## src/rtl/rcf_pkg.sv

```systemverilog
// Shared types and constants for the request command framer.
// Used by rcf_parser, rcf_out_stage and the top level; depends on nothing.
`timescale 1ns / 1ps
`default_nettype none

package rcf_pkg;

    // Largest argument count the framer ever accepts
    localparam int unsigned ARG_LIMIT = 32;

    // Protocol characters
    localparam logic [7:0] CH_STAR   = 8'h2A;
    localparam logic [7:0] CH_DOLLAR = 8'h24;
    localparam logic [7:0] CH_CR     = 8'h0D;
    localparam logic [7:0] CH_LF     = 8'h0A;
    localparam logic [7:0] CH_SPACE  = 8'h20;
    localparam logic [7:0] CH_TAB    = 8'h09;
    localparam logic [7:0] CH_VT     = 8'h0B;
    localparam logic [7:0] CH_FF     = 8'h0C;
    localparam logic [7:0] CH_MINUS  = 8'h2D;
    localparam logic [7:0] CH_PLUS   = 8'h2B;
    localparam logic [7:0] CH_ZERO   = 8'h30;
    localparam logic [7:0] CH_NINE   = 8'h39;

    // Reset value of the argument cap register
    localparam logic [5:0] ARG_CAP_RESET = 6'd32;

    // Result kinds
    typedef enum logic [1:0] {
        KIND_DATA  = 2'd0,
        KIND_EMPTY = 2'd1,
        KIND_DONE  = 2'd2,
        KIND_ERROR = 2'd3
    } rcf_kind_t;

    // Error codes
    localparam logic [2:0] ERR_NO_STAR  = 3'd0;
    localparam logic [2:0] ERR_BAD_CNT  = 3'd1;
    localparam logic [2:0] ERR_NO_DOLL  = 3'd2;
    localparam logic [2:0] ERR_NEG_LEN  = 3'd3;
    localparam logic [2:0] ERR_BIG_LEN  = 3'd4;

    // Parser phases
    typedef enum logic [2:0] {
        PH_STAR   = 3'd0,
        PH_HDR    = 3'd1,
        PH_DOLLAR = 3'd2,
        PH_LEN    = 3'd3,
        PH_DATA   = 3'd4,
        PH_TRAIL  = 3'd5,
        PH_STUCK  = 3'd6
    } rcf_phase_t;

    // One result item
    typedef struct packed {
        rcf_kind_t  kind;
        logic [7:0] data_byte;
        logic [4:0] arg_index;
        logic       arg_last;
        logic [5:0] arg_count;
        logic [2:0] error_code;
    } rcf_result_t;

endpackage

`default_nettype wire

```

## src/rtl/rcf_in_stage.sv

```systemverilog
// Input register of the request command framer: holds one received byte.
// Depends on nothing outside this file.
`timescale 1ns / 1ps
`default_nettype none

module rcf_in_stage
(
    input  wire logic       clk,
    input  wire logic       rst_n,
    input  wire logic       in_valid,
    output logic            in_ready,
    input  wire logic [7:0] byte_in,
    input  wire logic       take,
    output logic            item_valid,
    output logic [7:0]      item_byte
);

    logic       valid_reg;
    logic [7:0] byte_reg;

    // Slot is free when empty or drained in this cycle
    assign in_ready   = !valid_reg || take;
    assign item_valid = valid_reg;
    assign item_byte  = byte_reg;

    // Valid flag
    always_ff @(posedge clk or negedge rst_n)
    begin
        if (!rst_n)
        begin
            valid_reg <= 1'b0;
        end
        else if (in_ready)
        begin
            valid_reg <= in_valid;
        end
    end

    // Payload, no reset
    always_ff @(posedge clk)
    begin
        if (in_valid && in_ready)
        begin
            byte_reg <= byte_in;
        end
    end

endmodule

`default_nettype wire

```

## src/rtl/rcf_parser.sv

```systemverilog
// Framing state machine: number-line parsing, argument tracking, results.
// Depends on rcf_pkg.
`timescale 1ns / 1ps
`default_nettype none

module rcf_parser
#(
    parameter int unsigned LEN_BITS = 16
)
(
    input  wire logic              clk,
    input  wire logic              rst_n,
    input  wire logic [5:0]        arg_cap,
    input  wire logic [7:0]        item_byte,
    input  wire logic              take,
    output logic                   res_valid,
    output rcf_pkg::rcf_result_t   res
);

    import rcf_pkg::*;

    localparam int unsigned ACC_W = LEN_BITS + 1;
    localparam logic [ACC_W-1:0] ACC_MAX = {ACC_W{1'b1}};
    localparam logic [ACC_W-1:0] ACC_SAT = ACC_MAX / 10;

    rcf_phase_t         phase_reg, phase_next;
    logic [ACC_W-1:0]   acc_reg, acc_next;
    logic               neg_reg, neg_next;
    logic               done_reg, done_next;
    logic               cr_reg, cr_next;
    logic               started_reg, started_next;
    logic [5:0]         total_reg, total_next;
    logic [4:0]         cur_reg, cur_next;
    logic [LEN_BITS-1:0] left_reg, left_next;
    logic [1:0]         trail_reg, trail_next;

    // Shared decode of the current byte and state
    logic               line_end;
    logic               is_space;
    logic               is_digit;
    logic [ACC_W+3:0]   acc_mul;
    logic [ACC_W+3:0]   acc_sum;
    logic [ACC_W-1:0]   feed_acc;
    logic               feed_neg;
    logic               feed_done;
    logic               feed_started;
    logic [5:0]         lim;
    logic               hdr_bad;
    logic               len_neg;
    logic               len_big;
    logic               len_zero;
    logic               data_last;
    logic               trail_end;
    logic [5:0]         next_arg;
    logic               cmd_end;

    assign line_end = cr_reg && (item_byte == CH_LF);
    assign is_space = (item_byte == CH_SPACE) || (item_byte == CH_TAB) ||
                      (item_byte == CH_LF) || (item_byte == CH_VT) ||
                      (item_byte == CH_FF) || (item_byte == CH_CR);
    assign is_digit = (item_byte >= CH_ZERO) && (item_byte <= CH_NINE);
    assign acc_mul  = {1'b0, acc_reg, 3'b000} + {3'b000, acc_reg, 1'b0};
    assign acc_sum  = acc_mul + {{ACC_W{1'b0}}, item_byte[3:0]};

    // atoi-style digit accumulation with saturation
    always_comb
    begin
        feed_acc     = acc_reg;
        feed_neg     = neg_reg;
        feed_done    = done_reg;
        feed_started = started_reg;
        if (!done_reg && !(!started_reg && is_space))
        begin
            feed_started = 1'b1;
            if (!started_reg && item_byte == CH_MINUS)
            begin
                feed_neg = 1'b1;
            end
            else if (!started_reg && item_byte == CH_PLUS)
            begin
                feed_neg = neg_reg;
            end
            else if (is_digit)
            begin
                if (acc_reg > ACC_SAT || acc_sum > {4'b0000, ACC_MAX})
                begin
                    feed_acc = ACC_MAX;
                end
                else
                begin
                    feed_acc = acc_sum[ACC_W-1:0];
                end
            end
            else
            begin
                feed_done = 1'b1;
            end
        end
    end

    // Line checks and argument bookkeeping
    assign lim       = (arg_cap < 6'(ARG_LIMIT)) ? arg_cap : 6'(ARG_LIMIT);
    assign hdr_bad   = neg_reg || (acc_reg == '0) ||
                       (acc_reg > {{(ACC_W-6){1'b0}}, lim});
    assign len_neg   = neg_reg && (acc_reg != '0);
    assign len_big   = acc_reg[ACC_W-1];
    assign len_zero  = (acc_reg == '0);
    assign data_last = (left_reg <= {{(LEN_BITS-1){1'b0}}, 1'b1});
    assign trail_end = (trail_reg <= 2'd1);
    assign next_arg  = {1'b0, cur_reg} + 6'd1;
    assign cmd_end   = (next_arg >= total_reg);

    // Next state
    always_comb
    begin
        phase_next   = phase_reg;
        acc_next     = acc_reg;
        neg_next     = neg_reg;
        done_next    = done_reg;
        cr_next      = cr_reg;
        started_next = started_reg;
        total_next   = total_reg;
        cur_next     = cur_reg;
        left_next    = left_reg;
        trail_next   = trail_reg;
        unique case (phase_reg)
            PH_STAR, PH_DOLLAR:
            begin
                if ((phase_reg == PH_STAR && item_byte != CH_STAR) ||
                    (phase_reg == PH_DOLLAR && item_byte != CH_DOLLAR))
                begin
                    phase_next = PH_STUCK;
                end
                else
                begin
                    acc_next     = '0;
                    neg_next     = 1'b0;
                    done_next    = 1'b0;
                    cr_next      = 1'b0;
                    started_next = 1'b0;
                    phase_next   = (phase_reg == PH_STAR) ? PH_HDR : PH_LEN;
                end
            end
            PH_HDR:
            begin
                if (!line_end)
                begin
                    acc_next     = feed_acc;
                    neg_next     = feed_neg;
                    done_next    = feed_done;
                    started_next = feed_started;
                    cr_next      = (item_byte == CH_CR);
                end
                else if (hdr_bad)
                begin
                    phase_next = PH_STUCK;
                end
                else
                begin
                    total_next = acc_reg[5:0];
                    cur_next   = '0;
                    phase_next = PH_DOLLAR;
                end
            end
            PH_LEN:
            begin
                if (!line_end)
                begin
                    acc_next     = feed_acc;
                    neg_next     = feed_neg;
                    done_next    = feed_done;
                    started_next = feed_started;
                    cr_next      = (item_byte == CH_CR);
                end
                else if (len_neg || len_big)
                begin
                    phase_next = PH_STUCK;
                end
                else if (len_zero)
                begin
                    left_next  = '0;
                    trail_next = 2'd2;
                    phase_next = PH_TRAIL;
                end
                else
                begin
                    left_next  = acc_reg[LEN_BITS-1:0];
                    phase_next = PH_DATA;
                end
            end
            PH_DATA:
            begin
                if (data_last)
                begin
                    left_next  = '0;
                    trail_next = 2'd2;
                    phase_next = PH_TRAIL;
                end
                else
                begin
                    left_next = left_reg - {{(LEN_BITS-1){1'b0}}, 1'b1};
                end
            end
            PH_TRAIL:
            begin
                if (!trail_end)
                begin
                    trail_next = trail_reg - 2'd1;
                end
                else
                begin
                    trail_next = '0;
                    if (cmd_end)
                    begin
                        cur_next   = '0;
                        phase_next = PH_STAR;
                    end
                    else
                    begin
                        cur_next   = next_arg[4:0];
                        phase_next = PH_DOLLAR;
                    end
                end
            end
            default:
            begin
                phase_next = PH_STUCK;
            end
        endcase
    end

    // Result for the current byte
    always_comb
    begin
        res_valid = 1'b0;
        res       = '0;
        unique case (phase_reg)
            PH_STAR:
            begin
                if (item_byte != CH_STAR)
                begin
                    res_valid      = 1'b1;
                    res.kind       = KIND_ERROR;
                    res.error_code = ERR_NO_STAR;
                end
            end
            PH_DOLLAR:
            begin
                if (item_byte != CH_DOLLAR)
                begin
                    res_valid      = 1'b1;
                    res.kind       = KIND_ERROR;
                    res.error_code = ERR_NO_DOLL;
                end
            end
            PH_HDR:
            begin
                if (line_end && hdr_bad)
                begin
                    res_valid      = 1'b1;
                    res.kind       = KIND_ERROR;
                    res.error_code = ERR_BAD_CNT;
                end
            end
            PH_LEN:
            begin
                if (line_end)
                begin
                    res_valid = 1'b1;
                    if (len_neg)
                    begin
                        res.kind       = KIND_ERROR;
                        res.error_code = ERR_NEG_LEN;
                    end
                    else if (len_big)
                    begin
                        res.kind       = KIND_ERROR;
                        res.error_code = ERR_BIG_LEN;
                    end
                    else if (len_zero)
                    begin
                        res.kind      = KIND_EMPTY;
                        res.arg_index = cur_reg;
                    end
                    else
                    begin
                        res_valid = 1'b0;
                    end
                end
            end
            PH_DATA:
            begin
                res_valid     = 1'b1;
                res.kind      = KIND_DATA;
                res.data_byte = item_byte;
                res.arg_index = cur_reg;
                res.arg_last  = data_last;
            end
            PH_TRAIL:
            begin
                if (trail_end && cmd_end)
                begin
                    res_valid     = 1'b1;
                    res.kind      = KIND_DONE;
                    res.arg_count = total_reg;
                end
            end
            default:
            begin
                res_valid = 1'b0;
            end
        endcase
    end

    // State registers, advanced once per consumed byte
    always_ff @(posedge clk or negedge rst_n)
    begin
        if (!rst_n)
        begin
            phase_reg   <= PH_STAR;
            acc_reg     <= '0;
            neg_reg     <= 1'b0;
            done_reg    <= 1'b0;
            cr_reg      <= 1'b0;
            started_reg <= 1'b0;
            total_reg   <= '0;
            cur_reg     <= '0;
            left_reg    <= '0;
            trail_reg   <= '0;
        end
        else if (take)
        begin
            phase_reg   <= phase_next;
            acc_reg     <= acc_next;
            neg_reg     <= neg_next;
            done_reg    <= done_next;
            cr_reg      <= cr_next;
            started_reg <= started_next;
            total_reg   <= total_next;
            cur_reg     <= cur_next;
            left_reg    <= left_next;
            trail_reg   <= trail_next;
        end
    end

endmodule

`default_nettype wire

```

## src/rtl/rcf_out_stage.sv

```systemverilog
// Result register of the request command framer.
// Depends on rcf_pkg.
`timescale 1ns / 1ps
`default_nettype none

module rcf_out_stage
(
    input  wire logic                 clk,
    input  wire logic                 rst_n,
    input  wire logic                 load,
    input  wire rcf_pkg::rcf_result_t res,
    output logic                      out_free,
    output logic                      out_valid,
    input  wire logic                 out_ready,
    output rcf_pkg::rcf_result_t      out_res
);

    import rcf_pkg::*;

    logic        valid_reg;
    rcf_result_t res_reg;

    // Register can take a new result when empty or being drained
    assign out_free  = !valid_reg || out_ready;
    assign out_valid = valid_reg;
    assign out_res   = res_reg;

    // Valid flag
    always_ff @(posedge clk or negedge rst_n)
    begin
        if (!rst_n)
        begin
            valid_reg <= 1'b0;
        end
        else if (out_free)
        begin
            valid_reg <= load;
        end
    end

    // Payload, no reset
    always_ff @(posedge clk)
    begin
        if (load)
        begin
            res_reg <= res;
        end
    end

endmodule

`default_nettype wire

```

## src/rtl/resp_command_framer_top.sv

```systemverilog
// Top level of the request command framer: config register and stage wiring.
// Depends on rcf_pkg, rcf_in_stage, rcf_parser and rcf_out_stage.
//
// Usage:
//   Input channel in_valid/in_ready/byte_in carries one request byte per
//   transfer. Output channel out_valid/out_ready carries one result per
//   transfer: kind, data_byte, arg_index, arg_last, arg_count, error_code.
//   Config channel cfg_valid/cfg_ready/cfg_data writes the argument cap;
//   cfg_ready is always high, and writes are meant for idle periods only.
//   A byte accepted into the input register is parsed by the combinational
//   parser step; its result, if any, goes into the result register when the
//   byte is consumed, which waits while the result register is full and the
//   receiver stalls. Throughput is one byte per clock while no result waits,
//   set by the parser between the input register and the result register.
//   Reset clears the parser to wait for a '*' header, empties both
//   registers and sets the argument cap to 32. When the receiver stalls with
//   a result pending, bytes that give no result keep flowing; the next byte
//   that gives a result waits in the input register, and in_ready drops.
//   After a protocol error the block gives no further results until reset.
`timescale 1ns / 1ps
`default_nettype none

module resp_command_framer_top
#(
    parameter int unsigned LEN_BITS = 16
)
(
    input  wire logic       clk,
    input  wire logic       rst_n,
    input  wire logic       in_valid,
    output logic            in_ready,
    input  wire logic [7:0] byte_in,
    output logic            out_valid,
    input  wire logic       out_ready,
    output logic [1:0]      kind,
    output logic [7:0]      data_byte,
    output logic [4:0]      arg_index,
    output logic            arg_last,
    output logic [5:0]      arg_count,
    output logic [2:0]      error_code,
    input  wire logic       cfg_valid,
    output logic            cfg_ready,
    input  wire logic [5:0] cfg_data
);

    import rcf_pkg::*;

    logic [5:0]  arg_cap_reg;
    logic        item_valid;
    logic [7:0]  item_byte;
    logic        take;
    logic        load;
    logic        res_valid;
    logic        out_free;
    rcf_result_t res;
    rcf_result_t out_res;

    // Configuration register
    assign cfg_ready = 1'b1;

    always_ff @(posedge clk or negedge rst_n)
    begin
        if (!rst_n)
        begin
            arg_cap_reg <= ARG_CAP_RESET;
        end
        else if (cfg_valid && cfg_ready)
        begin
            arg_cap_reg <= cfg_data;
        end
    end

    // Consume a byte unless its result has nowhere to go
    assign take = item_valid && (!res_valid || out_free);
    assign load = take && res_valid;

    rcf_in_stage u_in
    (
        .clk        (clk),
        .rst_n      (rst_n),
        .in_valid   (in_valid),
        .in_ready   (in_ready),
        .byte_in    (byte_in),
        .take       (take),
        .item_valid (item_valid),
        .item_byte  (item_byte)
    );

    rcf_parser #(
        .LEN_BITS (LEN_BITS)
    ) u_parser
    (
        .clk       (clk),
        .rst_n     (rst_n),
        .arg_cap   (arg_cap_reg),
        .item_byte (item_byte),
        .take      (take),
        .res_valid (res_valid),
        .res       (res)
    );

    rcf_out_stage u_out
    (
        .clk       (clk),
        .rst_n     (rst_n),
        .load      (load),
        .res       (res),
        .out_free  (out_free),
        .out_valid (out_valid),
        .out_ready (out_ready),
        .out_res   (out_res)
    );

    // Result fields
    assign kind       = out_res.kind;
    assign data_byte  = out_res.data_byte;
    assign arg_index  = out_res.arg_index;
    assign arg_last   = out_res.arg_last;
    assign arg_count  = out_res.arg_count;
    assign error_code = out_res.error_code;

endmodule

`default_nettype wire

```

## config.mk

```make
export PLATFORM = sky130hd
export DESIGN_NAME = resp_command_framer_top
export DESIGN_NICKNAME = d
export VERILOG_FILES = /design/src/rtl/rcf_pkg.sv /design/src/rtl/rcf_in_stage.sv /design/src/rtl/rcf_parser.sv /design/src/rtl/rcf_out_stage.sv /design/src/rtl/resp_command_framer_top.sv
export SDC_FILE = /design/constraint.sdc
export NUM_CORES = 1
export LEC_CHECK = 0
export BUFFER_PORTS_ARGS = -buffer_cell sky130_fd_sc_hd__clkbuf_2
export CAP_MARGIN = 20
export CORE_ASPECT_RATIO = 0.5
export CORE_UTILIZATION = 23
export CTS_BUF_LIST = sky130_fd_sc_hd__clkbuf_2
export CTS_CLUSTER_SIZE = 28
export DETAILED_ROUTE_END_ITERATION = 12
export PLACE_DENSITY = 0.46
export SETUP_SLACK_MARGIN = 0.2
export SYNTH_ARGS = -nofsm -noshare
export SYNTH_HDL_FRONTEND = slang
export SYNTH_SLANG_ARGS = --single-unit
```

## constraint.sdc

```tcl
create_clock -name clk -period 3.5 [get_ports clk]
set_input_delay 0.175 -clock clk [delete_from_list [all_inputs] [get_ports clk]]
set_output_delay 0.175 -clock clk [all_outputs]
set_load 0.005 [all_outputs]
```

==> out/summary.txt, run 1 <==
status = completed
TritonCTS buffer count = 9
sequential fraction of the synthesis area = 0.4231
CTS tree = built
Final Setup Violations = 0
Syn Nets = 674
GRT busiest layer = met2
CP top delay family = compound AO/OA/AOI/OAI gates
htree depth = 3
first-pass GRT wire length = 26580 microns
Post-synth EDFFs = 33
Largest register FFs = 25
most used flip-flop cell after synthesis = dfrtp_1
Async SR Flop Fraction = 0.6489
Setup CP Type = reg2out
power per cell area = 891.6 nW/um^2
DR iter-0 viols = 243
Critical Path Sink Type = primary output
Worst-Margin Slew = 0.7518 ns
Unique masters post-synth = 72
period utilisation layout = 0.9495
CP peak stage delay = 0.48 ns
initial antenna violation count = 0
total gr overflow = 0
met1 usage = 0.1738
via count = 5006
worst flop-to-flop path startpoint = u_in.item_byte[5]$_DFFE_PP_
layout cells sized above 1 = 0.2437
Critical Path, Cell by Cell = buf_6 -> nand3_4 -> xnor2_4 -> ha_2 -> o21a_1 -> o21ai_1 -> o21bai_2 -> a31o_4 -> nor4b_4 -> buf_4 -> nand2b_4 -> nor2_4 -> inv_2 -> clkbuf_2
vias in the first global route = 4983
die width = 229.5 microns
grt met2 use = 0.2070
IO Port Bufs = 45
Max-slew headroom = 0.4988
met3 Usage GRT = 0.02092
DR DRC count = 0
GR Util All Layers = 0.1258
largest net degree at the start of global routing = 38
FMAX = 300.9 MHz
total clock sinks = 94
area of the core = 25290 sq um
Ports = 47
synthesized area per cell = 9.840 sq um
Area Growth Syn to Fin = 25.39%
clk root buf = clkbuf_2
Final Slew Violations = 0
register bit total from synthesis = 94
drt pass-1 iters = 5
hpwl dp = 12010 microns
crit path time final = 3.323 ns
Finished Layout Cells = 1058
RD Place Congestion = 0.8161
Hold Crit Class = in2async
Max Cap Violations = 0
Initial Utilization = 0.2354
Critical Path Source Type = register
WL/cell = 15.39 microns
worst reg2reg endpoint = u_parser.acc_reg[1]$_DFFE_PN0P_
diodes inserted = 0
CTS Buffer Depth = 2
CP max stage cell = dfrtp_1
fin util = 0.2952
Placed Instances = 1006
FP Rows = 41
Clock Latency Late Sink = 0.61 ns
Final Hold Viols = 0
Die Area = 26570 sq um
die height = 115.8 microns
Worst Reg-to-Reg Cells = 12
Post-Syn Instances = 605
Setup TNS = 0 ns
Antenna Violating Nets Remaining = 0
RSZ-0062 raised after global routing = true
worst path bufs/invs = 4
Leak = 3.161 nW
Syn Std Cell Area = 5953 sq um
VDD IR max = 0.0003617 V
Final Routed Wirelength = 16280 microns
flop-to-flop setup slack = 0.30 ns
Critical Path RT = 3.32 ns
Via density = 4.732
clock-pin slew on the worst setup and hold paths = 0.27 ns
Critical Path AT = 3.15 ns
Synth Warn # = 0
crit-path max FO = 4
clk_skew = 0.02480 ns
Final #Nets = 778
## report_power, final
group	switching [mW]	internal [mW]	leakage, nW
Combinational	2.24	1.81	2.04
Clock	0.398	0.235	0.0704
Sequential	0.440	1.53	1.05
Total	3.08	3.58	3.16
## repair_timing
item	in CTS	in global routing
cloned	0	1
resized for setup	24	17
endpoints found under the setup margin	16	28
hold endpoints to repair	39	0
pin swaps	11	13
setup buffers	9	3
hold buffers	23	0
## layout by cell type (no fill, tap or decap), types with 3 or more instances in the layout
master,instances
dfrtp_1,58
clkbuf_2,54
nor2_1,50
a21oi_1,44
nand2_1,43
ha_1,43
o21ai_0,41
buf_4,41
edfxtp_1,33
inv_1,28
dlygate4sd3_1,23
nor3_1,15
o211ai_1,15
and3_1,13
and2_1,12
mux2_2,12
nand2b_1,11
nor2b_1,10
nand3_1,9
a21o_1,8
nor4_1,7
a32oi_1,7
or2_2,6
xnor2_1,6
o21a_1,5
a31oi_1,5
xor2_1,5
nand4b_1,4
a22o_1,4
o31ai_1,4
a211oi_1,4
ha_4,4
clkinvlp_4,4
inv_2,3
nand4_1,3
a211o_1,3
buf_6,3
## kinds of logic (layout without fill, tap and decap cells)
family | Yosys count | count (layout) | share of synthesized area
AND/OR/NAND/NOR | 211 | 211 | 0.1988
AO/OA/AOI/OAI | 169 | 169 | 0.1866
flip-flops | 94 | 94 | 0.4231
buffers and inverters | 52 | 161 | 0.03573
adder cells (fa/ha/maj) | 50 | 50 | 0.1076
XOR/XNOR | 14 | 14 | 0.02060
multiplexers | 14 | 14 | 0.02690
other | 1 | 1 | 0.0006299
## layout make-up
class	count	area, sq um
inverter	31	116.4
sequential	94	2521
clock inverter	7	98.84
fill	2634	17830
multi-input combinational	459	3431
clock buffer	9	45.04
tap	344	430.4
timing repair buffer	114	822.0
## worst register-to-register path, delay by kind of cell (launching register included)
kind / cells / cell delay [ns]
buffers and inverters: 4 / 0.68
flip-flops: 1 / 0.46
AND/OR/NAND/NOR: 5 / 1.43
AO/OA/AOI/OAI: 3 / 0.58
## through the flow
step           area, sq um  worst slack (ns)  hold WS (ns)  power [mW]
4_1_cts               7362           0.09726       0.09588       6.571
6_report              7465            0.1767        0.1166       6.656
2_1_floorplan         5962            0.2318       -0.1206       4.526
5_1_grt               7465          -0.05536       0.05933       7.279
3_3_place_gp          6788            0.2155        0.2679       5.691
3_5_place_dp          6788            0.1617        0.2858       5.700
## worst max path at each step
stage	startpoint	end	slack, ns	depth (start not counted)
global placement	u_in.item_byte[3]$_DFFE_PP_	u_parser.acc_reg[2]$_DFFE_PN0P_	0.22	13
global route	u_parser.cur_reg[0]$_DFFE_PN0P_	in_ready	-0.06	14
floorplan	u_in.item_byte[3]$_DFFE_PP_	u_parser.acc_reg[10]$_DFFE_PN0P_	0.23	13
detailed placement	u_in.item_byte[3]$_DFFE_PP_	u_parser.acc_reg[16]$_DFFE_PN0P_	0.16	13
CTS	u_parser.cur_reg[1]$_DFFE_PN0P_	in_ready	0.1	14
finish	u_parser.cur_reg[0]$_DFFE_PN0P_	in_ready	0.18	14
## layer usage
metal | part of all wire | up-vias
li1 | - | 2450
met1 | 0.51 | 2475
met2 | 0.46 | 69
met3 | 0.025 | 12
met4 | 0.0087 | 0
met5 | 0 | -
## Yosys cell counts, types with 3 or more instances
cell / n / area [sq um]
a21o_1: 8 / 60.06
a211oi_1: 4 / 30.03
o21ai_0: 44 / 220.2
nand2_1: 43 / 161.4
o21a_1: 5 / 37.54
a21oi_1: 45 / 225.2
a31oi_1: 5 / 31.28
a22o_1: 4 / 35.03
clkbuf_1: 11 / 41.29
nor3_1: 15 / 75.07
xor2_1: 6 / 52.55
nor4_1: 7 / 43.79
nand2b_1: 12 / 75.07
o31ai_1: 4 / 30.03
nand4_1: 3 / 18.77
and2_1: 12 / 75.07
a32oi_1: 7 / 61.31
ha_1: 48 / 600.6
o211ai_1: 15 / 112.6
buf_2: 6 / 30.03
nand3_1: 10 / 50.05
or2_2: 6 / 37.54
nor2_1: 51 / 191.4
nand4b_1: 4 / 35.03
edfxtp_1: 33 / 991.0
dfrtp_1: 60 / 1501
and3_1: 13 / 81.33
mux2_2: 12 / 135.1
nor2b_1: 12 / 75.07
a211o_1: 3 / 26.28
inv_1: 31 / 116.4
xnor2_1: 8 / 70.07
(Power assumes the default switching activity.)
==> run 2: changes to the inputs <==
Settings changed: ABC_AREA set to 1, CAP_MARGIN 20 to 40.
==> run 2 against run 1 <==
Effect of this change: sequential cell count did not move; final cell count grew 23%; synthesized area rose by 8.9%; critical path depth rose by 4; sequential power fell by 6%; largest cell class unchanged; combinational power is 5.2% lower; non-clock buffer count down 19; critical endpoint is now u_out.out_res[13]$_DFFE_PP_; worst hold slack improved by 0.15 ns; utilization is 1.8 points lower; design area rose by 2.9%.
==> out/summary.txt, run 2 <==
Antenna Violating Nets Remaining = 0
period utilisation layout = 0.8879
CTS Buffer Depth = 2
power per cell area = 816.7 nW/um^2
Critical Path Sink Type = register
commonest non-fill, non-tap cells in the layout = nand2_1, inv_1, nor2_1, nand3_1, dfrtp_1
Initial Utilization = 0.2340
Critical Path Source Type = register
Worst-Margin Slew = 0.7386 ns
VDD IR max = 0.0002422 V
Max-slew headroom = 0.5064
area of the core = 27710 sq um
clk_skew = 0.01769 ns
Synth top area share = 0.2316
largest net degree at the start of global routing = 25
CTS tree = built
FMAX = 321.8 MHz
Synth Warn # = 0
sequential fraction of the synthesis area = 0.3885
initial antenna violation count = 0
total clock sinks = 94
layout cells sized above 1 = 0.1407
total gr overflow = 0
Max Cap Violations = 0
CP startpoint = u_parser.cur_reg[1]$_DFFE_PN0P_
Worst Reg-to-Reg Cells = 18
clk root buf = clkbuf_2
Critical Path End = u_out.out_res[13]$_DFFE_PP_
clock-pin slew on the worst setup and hold paths = 0.27 ns
Setup TNS = 0 ns
Via density = 4.306
Die Area = 28900 sq um
crit path time final = 3.108 ns
IO Port Bufs = 45
register bit total from synthesis = 94
Final #Nets = 981
Area Growth Syn to Fin = 18.45%
Final Routed Wirelength = 17540 microns
diodes inserted = 0
via count = 5594
TritonCTS buffer count = 9
RD Place Congestion = 0.8427
multi-input logic area = 3448 sq um
Post-synth EDFFs = 33
count leader, synth = nand2_1
status = completed
commonest non-fill, non-tap cell in the layout = nand2_1
DR DRC count = 0
largest cells by area after synthesis = dfrtp_1, edfxtp_1, nand2_1, ha_1, inv_1
Final Slew Violations = 0
fin util = 0.2771
Syn Std Cell Area = 6482 sq um
DR iter-0 viols = 403
crit-path max FO = 17
Post-Syn Instances = 826
FF+latch area = 2519 sq um
worst reg2reg endpoint = u_out.out_res[13]$_DFFE_PP_
die height = 120.7 microns
Hold Crit Class = in2reg
Syn Nets = 895
htree depth = 3
WL/cell = 13.50 microns
Unique masters post-synth = 43
Final Hold Viols = 0
synthesized area per cell = 7.848 sq um
GR Util All Layers = 0.1260
flop-to-flop setup slack = 0.39 ns
most used flip-flop cell after synthesis = dfrtp_1
post-synth top area cell = dfrtp_1
hpwl dp = 13330 microns
first-pass GRT wire length = 28870 microns
Critical Path RT = 3.84 ns
Critical Path AT = 3.45 ns
Leak = 3.791 nW
RSZ-0062 raised after global routing = false
synth cell count leaders = nand2_1, inv_1, nor2_1
FP Rows = 43
vias in the first global route = 5573
worst flop-to-flop path startpoint = u_parser.cur_reg[1]$_DFFE_PN0P_
drt pass-1 iters = 4
# fillers = 3032
Ports = 47
Clock Latency Late Sink = 0.61 ns
Final Setup Violations = 0
Setup CP Type = reg2reg
Largest register FFs = 25
Async SR Flop Fraction = 0.6489
die width = 239.4 microns
## run 2: logic make-up (layout without fill, tap and decap cells)
kind of cell             after synthesis  after routing  share of synthesized area
AND/OR/NAND/NOR                      407            407                     0.2831
buffers and inverters                135            226                    0.08685
AO/OA/AOI/OAI                        106            106                    0.09593
flip-flops                            94             94                     0.3885
adder cells (fa/ha/maj)               50             50                    0.09882
XOR/XNOR                              29             29                    0.03918
multiplexers                           4              4                   0.006948
other                                  1              1                  0.0005785
## run 2: cell type report
type / instances / share of cell area
Tap cell: 382 / 0.06225
Clock inverter: 6 / 0.007821
Timing Repair Buffer: 95 / 0.09011
Inverter: 115 / 0.05622
Multi-Input combinational cell: 597 / 0.4491
Clock buffer: 10 / 0.006518
Sequential cell: 94 / 0.3280
## run 2: worst min-delay path by stage
stage | start | end | slack (ns) | cells after the start
final | byte_in[6] | u_in.item_byte[6]$_DFFE_PP_ | 0.27 | 2
after global routing | byte_in[3] | u_in.item_byte[3]$_DFFE_PP_ | 0.21 | 2
after CTS | byte_in[5] | u_in.item_byte[5]$_DFFE_PP_ | 0.20 | 2
after detailed placement | rst_n | u_parser.cur_reg[0]$_DFFE_PN0P_ | 0.14 | 1
after global placement | rst_n | u_parser.cur_reg[0]$_DFFE_PN0P_ | 0.35 | 1
after floorplan | rst_n | arg_cap_reg[0]$_DFFE_PN0P_ | -0.12 | 0
## run 2: stage by stage
stage	worst slack, ns	instance area [sq um]	hold WS (ns)	cells	total power, mW
final	0.3922	7679	0.2711	1299	6.271
after global routing	0.1950	7679	0.2147	1299	6.910
after CTS	0.2464	7571	0.2032	1291	6.307
after detailed placement	0.3324	7172	0.1377	1246	5.673
after global placement	0.3329	7144	0.3533	1245	5.658
after floorplan	0.4525	6482	-0.1206	826	4.555
## run 2: metal layers
layer	routed length, microns	vias to the layer above	GRT usage
li1	-	2877	-
met1	8581	2637	0.1678
met2	8181	66	0.2140
met3	530	14	0.01667
met4	249	0	0.03405
met5	0	-	0
## run 2: timing repair
item | CTS | global route
hold endpoints to repair | 63 | 0
pin swaps | 0 | 7
hold buffers | 27 | 0
setup endpoints to repair | 1 | 18
buffers inserted | 2 | 8
cloned | 0 | 0
resized for setup | 1 | 11
## run 2: critical path: stages (launching register included)
cell and delay [ns]:
dfrtp_1 0.48, ha_2 0.22, nand3_2 0.08, xor2_1 0.14, inv_1 0.08, ha_1 0.26
nand2_1 0.08, nor2_1 0.05, nor2_1 0.12, nand3_2 0.12, a21oi_4 0.19, nand4_4 0.11
nand2_4 0.12, buf_4 0.12, nand2_4 0.06, inv_2 0.16, nand2_1 0.09, inv_1 0.08
buf_4 0.25
## run 2: power breakdown
part / switching [mW] / internal, mW
Sequential: 0.324 / 1.53
Combinational: 2.45 / 1.39
Clock: 0.408 / 0.165
Total: 3.18 / 3.09
